**config.mk**
```make
export PLATFORM = sky130hd
export DESIGN_NAME = round_robin_process_queue
export DESIGN_NICKNAME = d
export VERILOG_FILES = /design/src/hw/rtl/rrpq_pkg.sv /design/src/hw/rtl/rrpq_front.sv /design/src/hw/rtl/rrpq_back.sv /design/src/hw/rtl/rrpq_out_queue.sv /design/src/hw/rtl/round_robin_process_queue.sv
export SDC_FILE = /design/constraint.sdc
export NUM_CORES = 1
export LEC_CHECK = 0
export BUFFER_PORTS_ARGS = -buffer_cell sky130_fd_sc_hd__buf_2
export CORE_AREA = 2 2 338 340
export CTS_CLUSTER_SIZE = 12
export DETAILED_ROUTE_END_ITERATION = 12
export DIE_AREA = 0 0 340 342
export PLACE_DENSITY = 0.54
export SLEW_MARGIN = 20
export SYNTH_ARGS = -nofsm -noshare
export SYNTH_HDL_FRONTEND = slang
export SYNTH_SLANG_ARGS = --single-unit
export TNS_END_PERCENT = 30
```
**constraint.sdc**
```tcl
create_clock -name clk_i -period 9.7 [get_ports clk_i]
set_input_delay 1.94 -clock clk_i [delete_from_list [all_inputs] [get_ports clk_i]]
set_output_delay 1.94 -clock clk_i [all_outputs]
set_load 0.05 [all_outputs]
```
**src/hw/rtl/rrpq_pkg.sv**
```systemverilog
// rrpq_pkg: shared types and codes for the round-robin process queue.
// Used by the front end, the scheduler back end, the result queue and the checker.
`timescale 1ns / 1ps

package rrpq_pkg;

  // Operation carried by an input beat
  typedef enum logic {
    OP_ADD  = 1'b0,
    OP_TICK = 1'b1
  } op_e;

  // Result status codes
  typedef enum logic [1:0] {
    STATUS_ADDED     = 2'd0,
    STATUS_REQUEUED  = 2'd1,
    STATUS_FINISHED  = 2'd2,
    STATUS_IDLE_FULL = 2'd3
  } status_e;

  localparam int unsigned IdW      = 8;
  localparam int unsigned FieldTW  = 16;
  localparam int unsigned OccW     = 5;

  // Classified command handed from the front end to the back end
  typedef struct packed {
    op_e                op;
    logic [IdW-1:0]     proc_id;
    logic [FieldTW-1:0] required_time;
  } cmd_t;

  // One result beat
  typedef struct packed {
    status_e            status;
    logic               queue_full;
    logic [IdW-1:0]     ran_id;
    logic [FieldTW-1:0] ran_time;
    logic [FieldTW-1:0] needed_time;
    logic [OccW-1:0]    occupancy;
  } res_t;

endpackage

```
**src/hw/rtl/rrpq_front.sv**
```systemverilog
// rrpq_front: accepts input beats, classifies them and holds them in a
// two-entry command queue for the back end. Depends on rrpq_pkg.
`timescale 1ns / 1ps

module rrpq_front (
  input  logic                    clk_i,
  input  logic                    rst_ni,
  input  logic                    push,
  output logic                    full,
  input  logic                    mode_i,
  input  logic [7:0]              proc_id_i,
  input  logic [15:0]             required_time_i,
  output logic                    cmd_valid_o,
  output rrpq_pkg::cmd_t          cmd_o,
  input  logic                    cmd_pop_i
);
  import rrpq_pkg::*;

  localparam int unsigned Depth = 2;
  localparam int unsigned PtrW  = $clog2(Depth);
  localparam int unsigned CntW  = $clog2(Depth + 1);

  cmd_t            fifo_q [Depth];
  logic [PtrW-1:0] wr_ptr_q, wr_ptr_d;
  logic [PtrW-1:0] rd_ptr_q, rd_ptr_d;
  logic [CntW-1:0] cnt_q, cnt_d;
  logic            wr_en;
  cmd_t            cmd_new;

  assign full        = (cnt_q == CntW'(Depth));
  assign cmd_valid_o = (cnt_q != '0);
  assign cmd_o       = fifo_q[rd_ptr_q];
  assign wr_en       = push && !full;

  always_comb begin
    cmd_new.op            = op_e'(mode_i);
    cmd_new.proc_id       = proc_id_i;
    cmd_new.required_time = required_time_i;
  end

  always_comb begin
    wr_ptr_d = wr_en ? ((wr_ptr_q == PtrW'(Depth - 1)) ? '0 : wr_ptr_q + 1'b1) : wr_ptr_q;
    rd_ptr_d = cmd_pop_i ? ((rd_ptr_q == PtrW'(Depth - 1)) ? '0 : rd_ptr_q + 1'b1) : rd_ptr_q;
    cnt_d    = cnt_q;
    if (wr_en && !cmd_pop_i) begin
      cnt_d = cnt_q + 1'b1;
    end else if (!wr_en && cmd_pop_i) begin
      cnt_d = cnt_q - 1'b1;
    end
  end

  always_ff @(posedge clk_i or negedge rst_ni) begin
    if (!rst_ni) begin
      wr_ptr_q <= '0;
      rd_ptr_q <= '0;
      cnt_q    <= '0;
    end else begin
      wr_ptr_q <= wr_ptr_d;
      rd_ptr_q <= rd_ptr_d;
      cnt_q    <= cnt_d;
    end
  end

  always_ff @(posedge clk_i) begin
    if (wr_en) begin
      fifo_q[wr_ptr_q] <= cmd_new;
    end
  end

endmodule

```
**src/hw/rtl/rrpq_back.sv**
```systemverilog
// rrpq_back: scheduler engine. Owns the process store and the head, tail
// and count registers; turns each command into one result. Depends on rrpq_pkg.
`timescale 1ns / 1ps

module rrpq_back #(
  parameter int unsigned QUEUE_DEPTH = 16,
  parameter int unsigned TIME_BITS   = 16
) (
  input  logic           clk_i,
  input  logic           rst_ni,
  input  logic           cmd_valid_i,
  input  rrpq_pkg::cmd_t cmd_i,
  output logic           cmd_pop_o,
  input  logic           res_full_i,
  output logic           res_push_o,
  output rrpq_pkg::res_t res_o
);
  import rrpq_pkg::*;

  localparam int unsigned PtrW = $clog2(QUEUE_DEPTH);
  localparam int unsigned CntW = $clog2(QUEUE_DEPTH + 1);

  typedef struct packed {
    logic [IdW-1:0]       id;
    logic [TIME_BITS-1:0] need;
    logic [TIME_BITS-1:0] done;
  } entry_t;

  typedef enum logic {
    ST_IDLE,
    ST_RUN
  } state_e;

  state_e          state_q, state_d;
  logic [PtrW-1:0] head_q, head_d;
  logic [PtrW-1:0] tail_q, tail_d;
  logic [CntW-1:0] count_q, count_d;

  entry_t          store_q [QUEUE_DEPTH];
  entry_t          rd_q;
  logic            rd_en;
  logic            wr_en;
  entry_t          wr_data;

  logic [TIME_BITS-1:0] done_inc;
  logic                 finish;

  function automatic logic [PtrW-1:0] next_ptr(input logic [PtrW-1:0] p);
    return (p == PtrW'(QUEUE_DEPTH - 1)) ? '0 : p + 1'b1;
  endfunction

  // saturating one-tick increment of the head entry read last cycle
  assign done_inc = (rd_q.done == '1) ? rd_q.done : rd_q.done + 1'b1;
  assign finish   = (done_inc >= rd_q.need);

  always_comb begin
    state_d    = state_q;
    head_d     = head_q;
    tail_d     = tail_q;
    count_d    = count_q;
    cmd_pop_o  = 1'b0;
    res_push_o = 1'b0;
    rd_en      = 1'b0;
    wr_en      = 1'b0;
    wr_data    = rd_q;
    res_o      = '0;

    unique case (state_q)
      ST_IDLE: begin
        // only one item in flight, so room seen here still holds in ST_RUN
        if (cmd_valid_i && !res_full_i) begin
          cmd_pop_o = 1'b1;
          unique case (cmd_i.op)
            OP_ADD: begin
              res_push_o = 1'b1;
              if (count_q == CntW'(QUEUE_DEPTH)) begin
                res_o.status     = STATUS_IDLE_FULL;
                res_o.queue_full = 1'b1;
                res_o.occupancy  = OccW'(count_q);
              end else begin
                wr_en           = 1'b1;
                wr_data.id      = cmd_i.proc_id;
                wr_data.need    = TIME_BITS'(cmd_i.required_time);
                wr_data.done    = '0;
                tail_d          = next_ptr(tail_q);
                count_d         = count_q + 1'b1;
                res_o.status    = STATUS_ADDED;
                res_o.occupancy = OccW'(count_d);
              end
            end
            OP_TICK: begin
              if (count_q == '0) begin
                res_push_o      = 1'b1;
                res_o.status    = STATUS_IDLE_FULL;
                res_o.occupancy = OccW'(count_q);
              end else begin
                rd_en   = 1'b1;
                state_d = ST_RUN;
              end
            end
          endcase
        end
      end
      ST_RUN: begin
        res_push_o        = 1'b1;
        head_d            = next_ptr(head_q);
        res_o.ran_id      = rd_q.id;
        res_o.ran_time    = FieldTW'(done_inc);
        res_o.needed_time = FieldTW'(rd_q.need);
        if (finish) begin
          count_d      = count_q - 1'b1;
          res_o.status = STATUS_FINISHED;
        end else begin
          // pop and push back: slot read at head is free to be the tail
          wr_en        = 1'b1;
          wr_data.done = done_inc;
          tail_d       = next_ptr(tail_q);
          res_o.status = STATUS_REQUEUED;
        end
        res_o.occupancy = OccW'(count_d);
        state_d         = ST_IDLE;
      end
    endcase
  end

  always_ff @(posedge clk_i or negedge rst_ni) begin
    if (!rst_ni) begin
      state_q <= ST_IDLE;
      head_q  <= '0;
      tail_q  <= '0;
      count_q <= '0;
    end else begin
      state_q <= state_d;
      head_q  <= head_d;
      tail_q  <= tail_d;
      count_q <= count_d;
    end
  end

  always_ff @(posedge clk_i) begin
    if (wr_en) begin
      store_q[tail_q] <= wr_data;
    end
    if (rd_en) begin
      rd_q <= store_q[head_q];
    end
  end

endmodule

```
**src/hw/rtl/rrpq_out_queue.sv**
```systemverilog
// rrpq_out_queue: two-entry result queue that drives the result ports.
// Depends on rrpq_pkg.
`timescale 1ns / 1ps

module rrpq_out_queue (
  input  logic           clk_i,
  input  logic           rst_ni,
  input  logic           res_push_i,
  input  rrpq_pkg::res_t res_i,
  output logic           res_full_o,
  output logic           empty,
  input  logic           pop,
  output rrpq_pkg::res_t res_o
);
  import rrpq_pkg::*;

  localparam int unsigned Depth = 2;
  localparam int unsigned PtrW  = $clog2(Depth);
  localparam int unsigned CntW  = $clog2(Depth + 1);

  res_t            fifo_q [Depth];
  logic [PtrW-1:0] wr_ptr_q, wr_ptr_d;
  logic [PtrW-1:0] rd_ptr_q, rd_ptr_d;
  logic [CntW-1:0] cnt_q, cnt_d;
  logic            rd_en;

  assign res_full_o = (cnt_q == CntW'(Depth));
  assign empty      = (cnt_q == '0);
  assign res_o      = fifo_q[rd_ptr_q];
  assign rd_en      = pop && !empty;

  always_comb begin
    wr_ptr_d = res_push_i ? ((wr_ptr_q == PtrW'(Depth - 1)) ? '0 : wr_ptr_q + 1'b1)
                          : wr_ptr_q;
    rd_ptr_d = rd_en ? ((rd_ptr_q == PtrW'(Depth - 1)) ? '0 : rd_ptr_q + 1'b1) : rd_ptr_q;
    cnt_d    = cnt_q;
    if (res_push_i && !rd_en) begin
      cnt_d = cnt_q + 1'b1;
    end else if (!res_push_i && rd_en) begin
      cnt_d = cnt_q - 1'b1;
    end
  end

  always_ff @(posedge clk_i or negedge rst_ni) begin
    if (!rst_ni) begin
      wr_ptr_q <= '0;
      rd_ptr_q <= '0;
      cnt_q    <= '0;
    end else begin
      wr_ptr_q <= wr_ptr_d;
      rd_ptr_q <= rd_ptr_d;
      cnt_q    <= cnt_d;
    end
  end

  always_ff @(posedge clk_i) begin
    if (res_push_i) begin
      fifo_q[wr_ptr_q] <= res_i;
    end
  end

endmodule

```
**src/hw/rtl/round_robin_process_queue.sv**
```systemverilog
// Round-robin process queue, one-tick time slice: an add beat appends a process,
// if there is room, to a circular store of QUEUE_DEPTH entries, a tick beat runs
// the head process, if any, once and retires it or puts it back at the tail;
// every beat gives one result. Beats pass through a two-entry command queue, the
// scheduler engine and a two-entry result queue, so each side can stall on its
// own. The engine handles an add or a tick on an empty queue in its idle state; a
// tick that runs a process also passes its run state, set by the registered read
// port of the process store, and no new beat is taken meanwhile. With nothing
// ahead of it, a beat waits in the command queue and its result in the result queue.
// Depends on rrpq_pkg, rrpq_front, rrpq_back and rrpq_out_queue.
`timescale 1ns / 1ps

module round_robin_process_queue #(
  parameter int unsigned QUEUE_DEPTH = 16,
  parameter int unsigned TIME_BITS   = 16
) (
  input  logic        clk_i,
  input  logic        rst_ni,
  input  logic        push,
  output logic        full,
  input  logic        mode_i,
  input  logic [7:0]  proc_id_i,
  input  logic [15:0] required_time_i,
  output logic        empty,
  input  logic        pop,
  output logic [1:0]  status_o,
  output logic        queue_full_o,
  output logic [7:0]  ran_id_o,
  output logic [15:0] ran_time_o,
  output logic [15:0] needed_time_o,
  output logic [4:0]  occupancy_o
);
  import rrpq_pkg::*;

  cmd_t cmd;
  logic cmd_valid;
  logic cmd_pop;
  res_t res_new;
  logic res_push;
  logic res_full;
  res_t res_head;

  rrpq_front u_front (
    .clk_i          (clk_i),
    .rst_ni         (rst_ni),
    .push           (push),
    .full           (full),
    .mode_i         (mode_i),
    .proc_id_i      (proc_id_i),
    .required_time_i(required_time_i),
    .cmd_valid_o    (cmd_valid),
    .cmd_o          (cmd),
    .cmd_pop_i      (cmd_pop)
  );

  rrpq_back #(
    .QUEUE_DEPTH(QUEUE_DEPTH),
    .TIME_BITS  (TIME_BITS)
  ) u_back (
    .clk_i      (clk_i),
    .rst_ni     (rst_ni),
    .cmd_valid_i(cmd_valid),
    .cmd_i      (cmd),
    .cmd_pop_o  (cmd_pop),
    .res_full_i (res_full),
    .res_push_o (res_push),
    .res_o      (res_new)
  );

  rrpq_out_queue u_out (
    .clk_i     (clk_i),
    .rst_ni    (rst_ni),
    .res_push_i(res_push),
    .res_i     (res_new),
    .res_full_o(res_full),
    .empty     (empty),
    .pop       (pop),
    .res_o     (res_head)
  );

  assign status_o      = res_head.status;
  assign queue_full_o  = res_head.queue_full;
  assign ran_id_o      = res_head.ran_id;
  assign ran_time_o    = res_head.ran_time;
  assign needed_time_o = res_head.needed_time;
  assign occupancy_o   = res_head.occupancy;

endmodule

```
==> qor.txt <==
status: finished, final reports clean
synthesized area: 33,500 um^2
hpwl dp: 46,400 um
Routed Antenna Nets: 0
RSZ-0062 raised after global routing: no
global route total overflow: 0
Net Sw Power: 5.05 mW
TritonCTS sink count: 848
Design Area, Final: 38,700 um^2
Post-route DRC: 0
H-tree depth: 3
IO Pins: 79
Ys Warns: 0
CTS tree: done
die area: 116,000 um^2
crit path capture type: flop
Logic pwr share: 0.359
share of cells above drive strength 1: 0.306
CTS Buf Count: 89
Slew headroom: 0.213
number of global-route vias before repair: 16.7k
vias per inst: 4.85
Post-synth EDFFs: 826
die width: 340 um
crit path launch type: flop
TritonRoute pass-1 iters: 7
Synth async-reset ratio: 0.0259
Post-CTS Resized: 0
Pwr per Cell Area: 370 nW/um^2
Final nets: 1,802
Layout area overhead: 15.7%
Post-Place Cell Area: 36,000 um^2
core footprint: 113,000 um^2
#FFs+latches synth: 848
DIE HEIGHT: 342 um
Finish-stage setup viols: 0
Pwr Total: 14.3 mW
clock-pin slew on the worst setup and hold paths: 0.06 ns
syn_nets: 1,647
pin count of the biggest net entering global routing: 165
Hold Path Cell Cnt: 1
final hold vios: 0
pin slew with the least headroom to its limit: 1.18 ns
Net Sw Frac: 0.353
crit path max fanout: 27
crit share post-route: 0.566
Leak: 12.6 nW
Pins Over Slew Limit: 0
crit path DAT: 5.74 ns
Pint: 9.26 mW
routed wire length: 78,400 um
WP data required: 9.96 ns
routing usage on met2: 0.209
grt met1 use: 0.192
Period minus WS final: 5.49 ns
postcts setup bufs: 0
worst clock skew: 0.0271 ns
Netlist cell types: 64
WL per Instance: 23.6 um
max cap viols: 0
port buffer count: 78
# rows: 124
clock network fraction of design power: 0.220
Min-Delay Path Class: flop to flop
later-pin clock latency in the skew report: 0.64 ns
IR drop worst, VDD: 0.000276 V
Hold Buf Count CTS: 0
routing usage on met3: 0.0262
GRT Resource Usage Total: 0.134
root buf cell: clkbuf_16
fmax: 0.182 GHz
synthesized instance count: 1,592
Most Crowded Layer GR: met2
post-synthesis sequential area ratio: 0.757
initial antenna violation count: 2
first-pass GRT wire length: 115,000 um
Initial DRC Count: 1,399
final setup TNS: 0 ns
R2R cell count: 13
clock tree buffer depth: 3
Initial Util: 0.296
critical path type: flop to flop
Main synth FF type: edfxtp_1
sequential fraction of design power: 0.422
Mapped Avg Cell Area: 21.0 um^2
Final GP Congestion: 0.832
Vias: 16.1k
-- metal layers --
layer | wire length (um) | up-vias
li1 | - | 6851
met1 | 36000 | 8695
met2 | 36400 | 423
met3 | 4180 | 113
met4 | 1820 | 0
met5 | 0 | -
-- cells in the mapped netlist (2+ instances only) --
master,count,share of area
mux2i_1,28,0.0084
a21o_1,12,0.0027
a211o_1,3,0.00078
buf_2,26,0.0039
dfrtp_1,22,0.016
nor3_1,6,0.00090
buf_1,14,0.0016
nand2_1,60,0.0067
buf_4,3,0.00067
mux2_2,54,0.018
a21oi_1,20,0.0030
nor4_1,2,0.00037
nand3_1,17,0.0025
o21ai_0,37,0.0055
and2_1,20,0.0037
nand4_1,4,0.00075
a31oi_1,4,0.00075
mux4_2,200,0.13
ha_1,26,0.0097
nor3b_1,2,0.00045
o22ai_1,2,0.00037
inv_1,31,0.0035
a41oi_1,2,0.00052
nor4b_1,7,0.0018
xor2_1,9,0.0024
xnor2_1,18,0.0047
or3_1,4,0.00075
nor2b_1,4,0.00075
nor2_1,43,0.0048
edfxtp_1,826,0.74
and3_1,14,0.0026
clkbuf_1,35,0.0039
o21bai_1,2,0.00045
nand2b_1,3,0.00056
nor4b_2,3,0.0013
-- power by group through the flow --
stage / clock, mW / combinational [mW] / sequential, mW
floorplan: 0 / 3.49 / 5.96
global placement: 0 / 5.09 / 6.07
detailed placement: 0 / 5.20 / 6.11
CTS: 3.23 / 5.21 / 6.04
global route: 3.37 / 5.54 / 6.10
finish: 3.15 / 5.13 / 6.03
-- critical path: stages (launching register included) --
cell and delay [ns]:
edfxtp_1 0.46, nand4_2 0.18, or3_4 0.47, nor2_4 0.21
mux2i_1 0.37, inv_1 0.08, ha_1 0.29, nor2b_1 0.14
o211a_1 0.24, o311ai_4 0.34, nand3_1 0.14, and2_1 0.50
nor4b_4 1.02, buf_4 0.61
-- state kept, by name, indices dropped and copies added (netlist names) --
register / cells
u_back.head_q: 4
u_out.cnt_q: 2
u_back.count_q: 5
u_out.rd_ptr_q: 1
u_front.fifo_q: 50
u_out.wr_ptr_q: 1
u_out.fifo_q: 96
u_back.store_q: 640
u_front.wr_ptr_q: 1
u_front.cnt_q: 2
u_back.tail_q: 4
u_back.rd_q: 40
u_front.rd_ptr_q: 1
u_back.state_q: 1
-- logic make-up after synthesis --
| family | Yosys count | synth area share |
|---|---|---|
| buffers and inverters | 111 | 0.0140 |
| DFF | 848 | 0.757 |
| xor gates and xnor gates | 27 | 0.00706 |
| muxes | 284 | 0.162 |
| adders and majority gates | 26 | 0.00972 |
| AOI/OAI and AO/OA | 97 | 0.0185 |
| and+or+nand+nor | 199 | 0.0312 |
-- through the flow --
stage,hold slack (ns),worst slack [ns],instances,util
3_5_place_dp,0.536,4.19,3165,0.319
2_1_floorplan,0.461,2.14,1592,-
3_3_place_gp,0.511,4.33,3165,0.319
5_1_grt,0.567,3.70,3316,0.342
6_report,0.545,4.21,3317,0.342
4_1_cts,0.544,4.18,3313,0.342
-- path summary, 6_finish.rpt --
| check | from | endpoint | slack, ns |
|---|---|---|---|
| worst min register to register | u_front.wr_ptr_q$_DFFE_PN0P_ | u_front.wr_ptr_q$_DFFE_PN0P_ | 0.54 |
| min in group asynchronous | rst_ni | u_back.tail_q[2]$_DFFE_PN0P_ | 1.33 |
| worst max-delay path | u_back.rd_q[7]$_DFFE_PP_ | u_back.store_q[11][28]$_DFFE_PP_ | 4.21 |
| worst min-delay path | u_front.wr_ptr_q$_DFFE_PN0P_ | u_front.wr_ptr_q$_DFFE_PN0P_ | 0.54 |
| max in group asynchronous | rst_ni | u_back.head_q[1]$_DFFE_PN0P_ | 7.88 |
| worst max register to register | u_back.rd_q[7]$_DFFE_PP_ | u_back.store_q[11][28]$_DFFE_PP_ | 4.21 |
-- area by class of cell --
cell class / count / area [um^2]
diodes: 1 / 2.50
clock buffers: 112 / 2330
clock inverters: 36 / 295
fillers: 10500 / 74400
inverters: 31 / 116
multi-input cells: 633 / 7780
flip-flops and latches: 848 / 25400
well taps: 1512 / 1890
repair buffers: 144 / 928
-- layout by cell type, fill, tap and decap left out, types with 8 or more instances in the layout --
| cell type | instances |
|---|---|
| nand2_1 | 59 |
| o21ai_0 | 34 |
| nand3_1 | 17 |
| clkinv_1 | 16 |
| buf_4 | 62 |
| xor2_1 | 9 |
| edfxtp_1 | 826 |
| mux2_2 | 54 |
| a21o_1 | 12 |
| and3_1 | 9 |
| mux4_2 | 200 |
| and2_1 | 20 |
| nor2_1 | 40 |
| clkbuf_1 | 22 |
| buf_2 | 78 |
| clkinv_2 | 8 |
| ha_1 | 26 |
| inv_1 | 31 |
| mux2i_1 | 28 |
| xnor2_1 | 18 |
| dfrtp_1 | 16 |
| a21oi_1 | 20 |
| clkbuf_16 | 90 |
No activity file was read; power rests on OpenSTA's default activity.
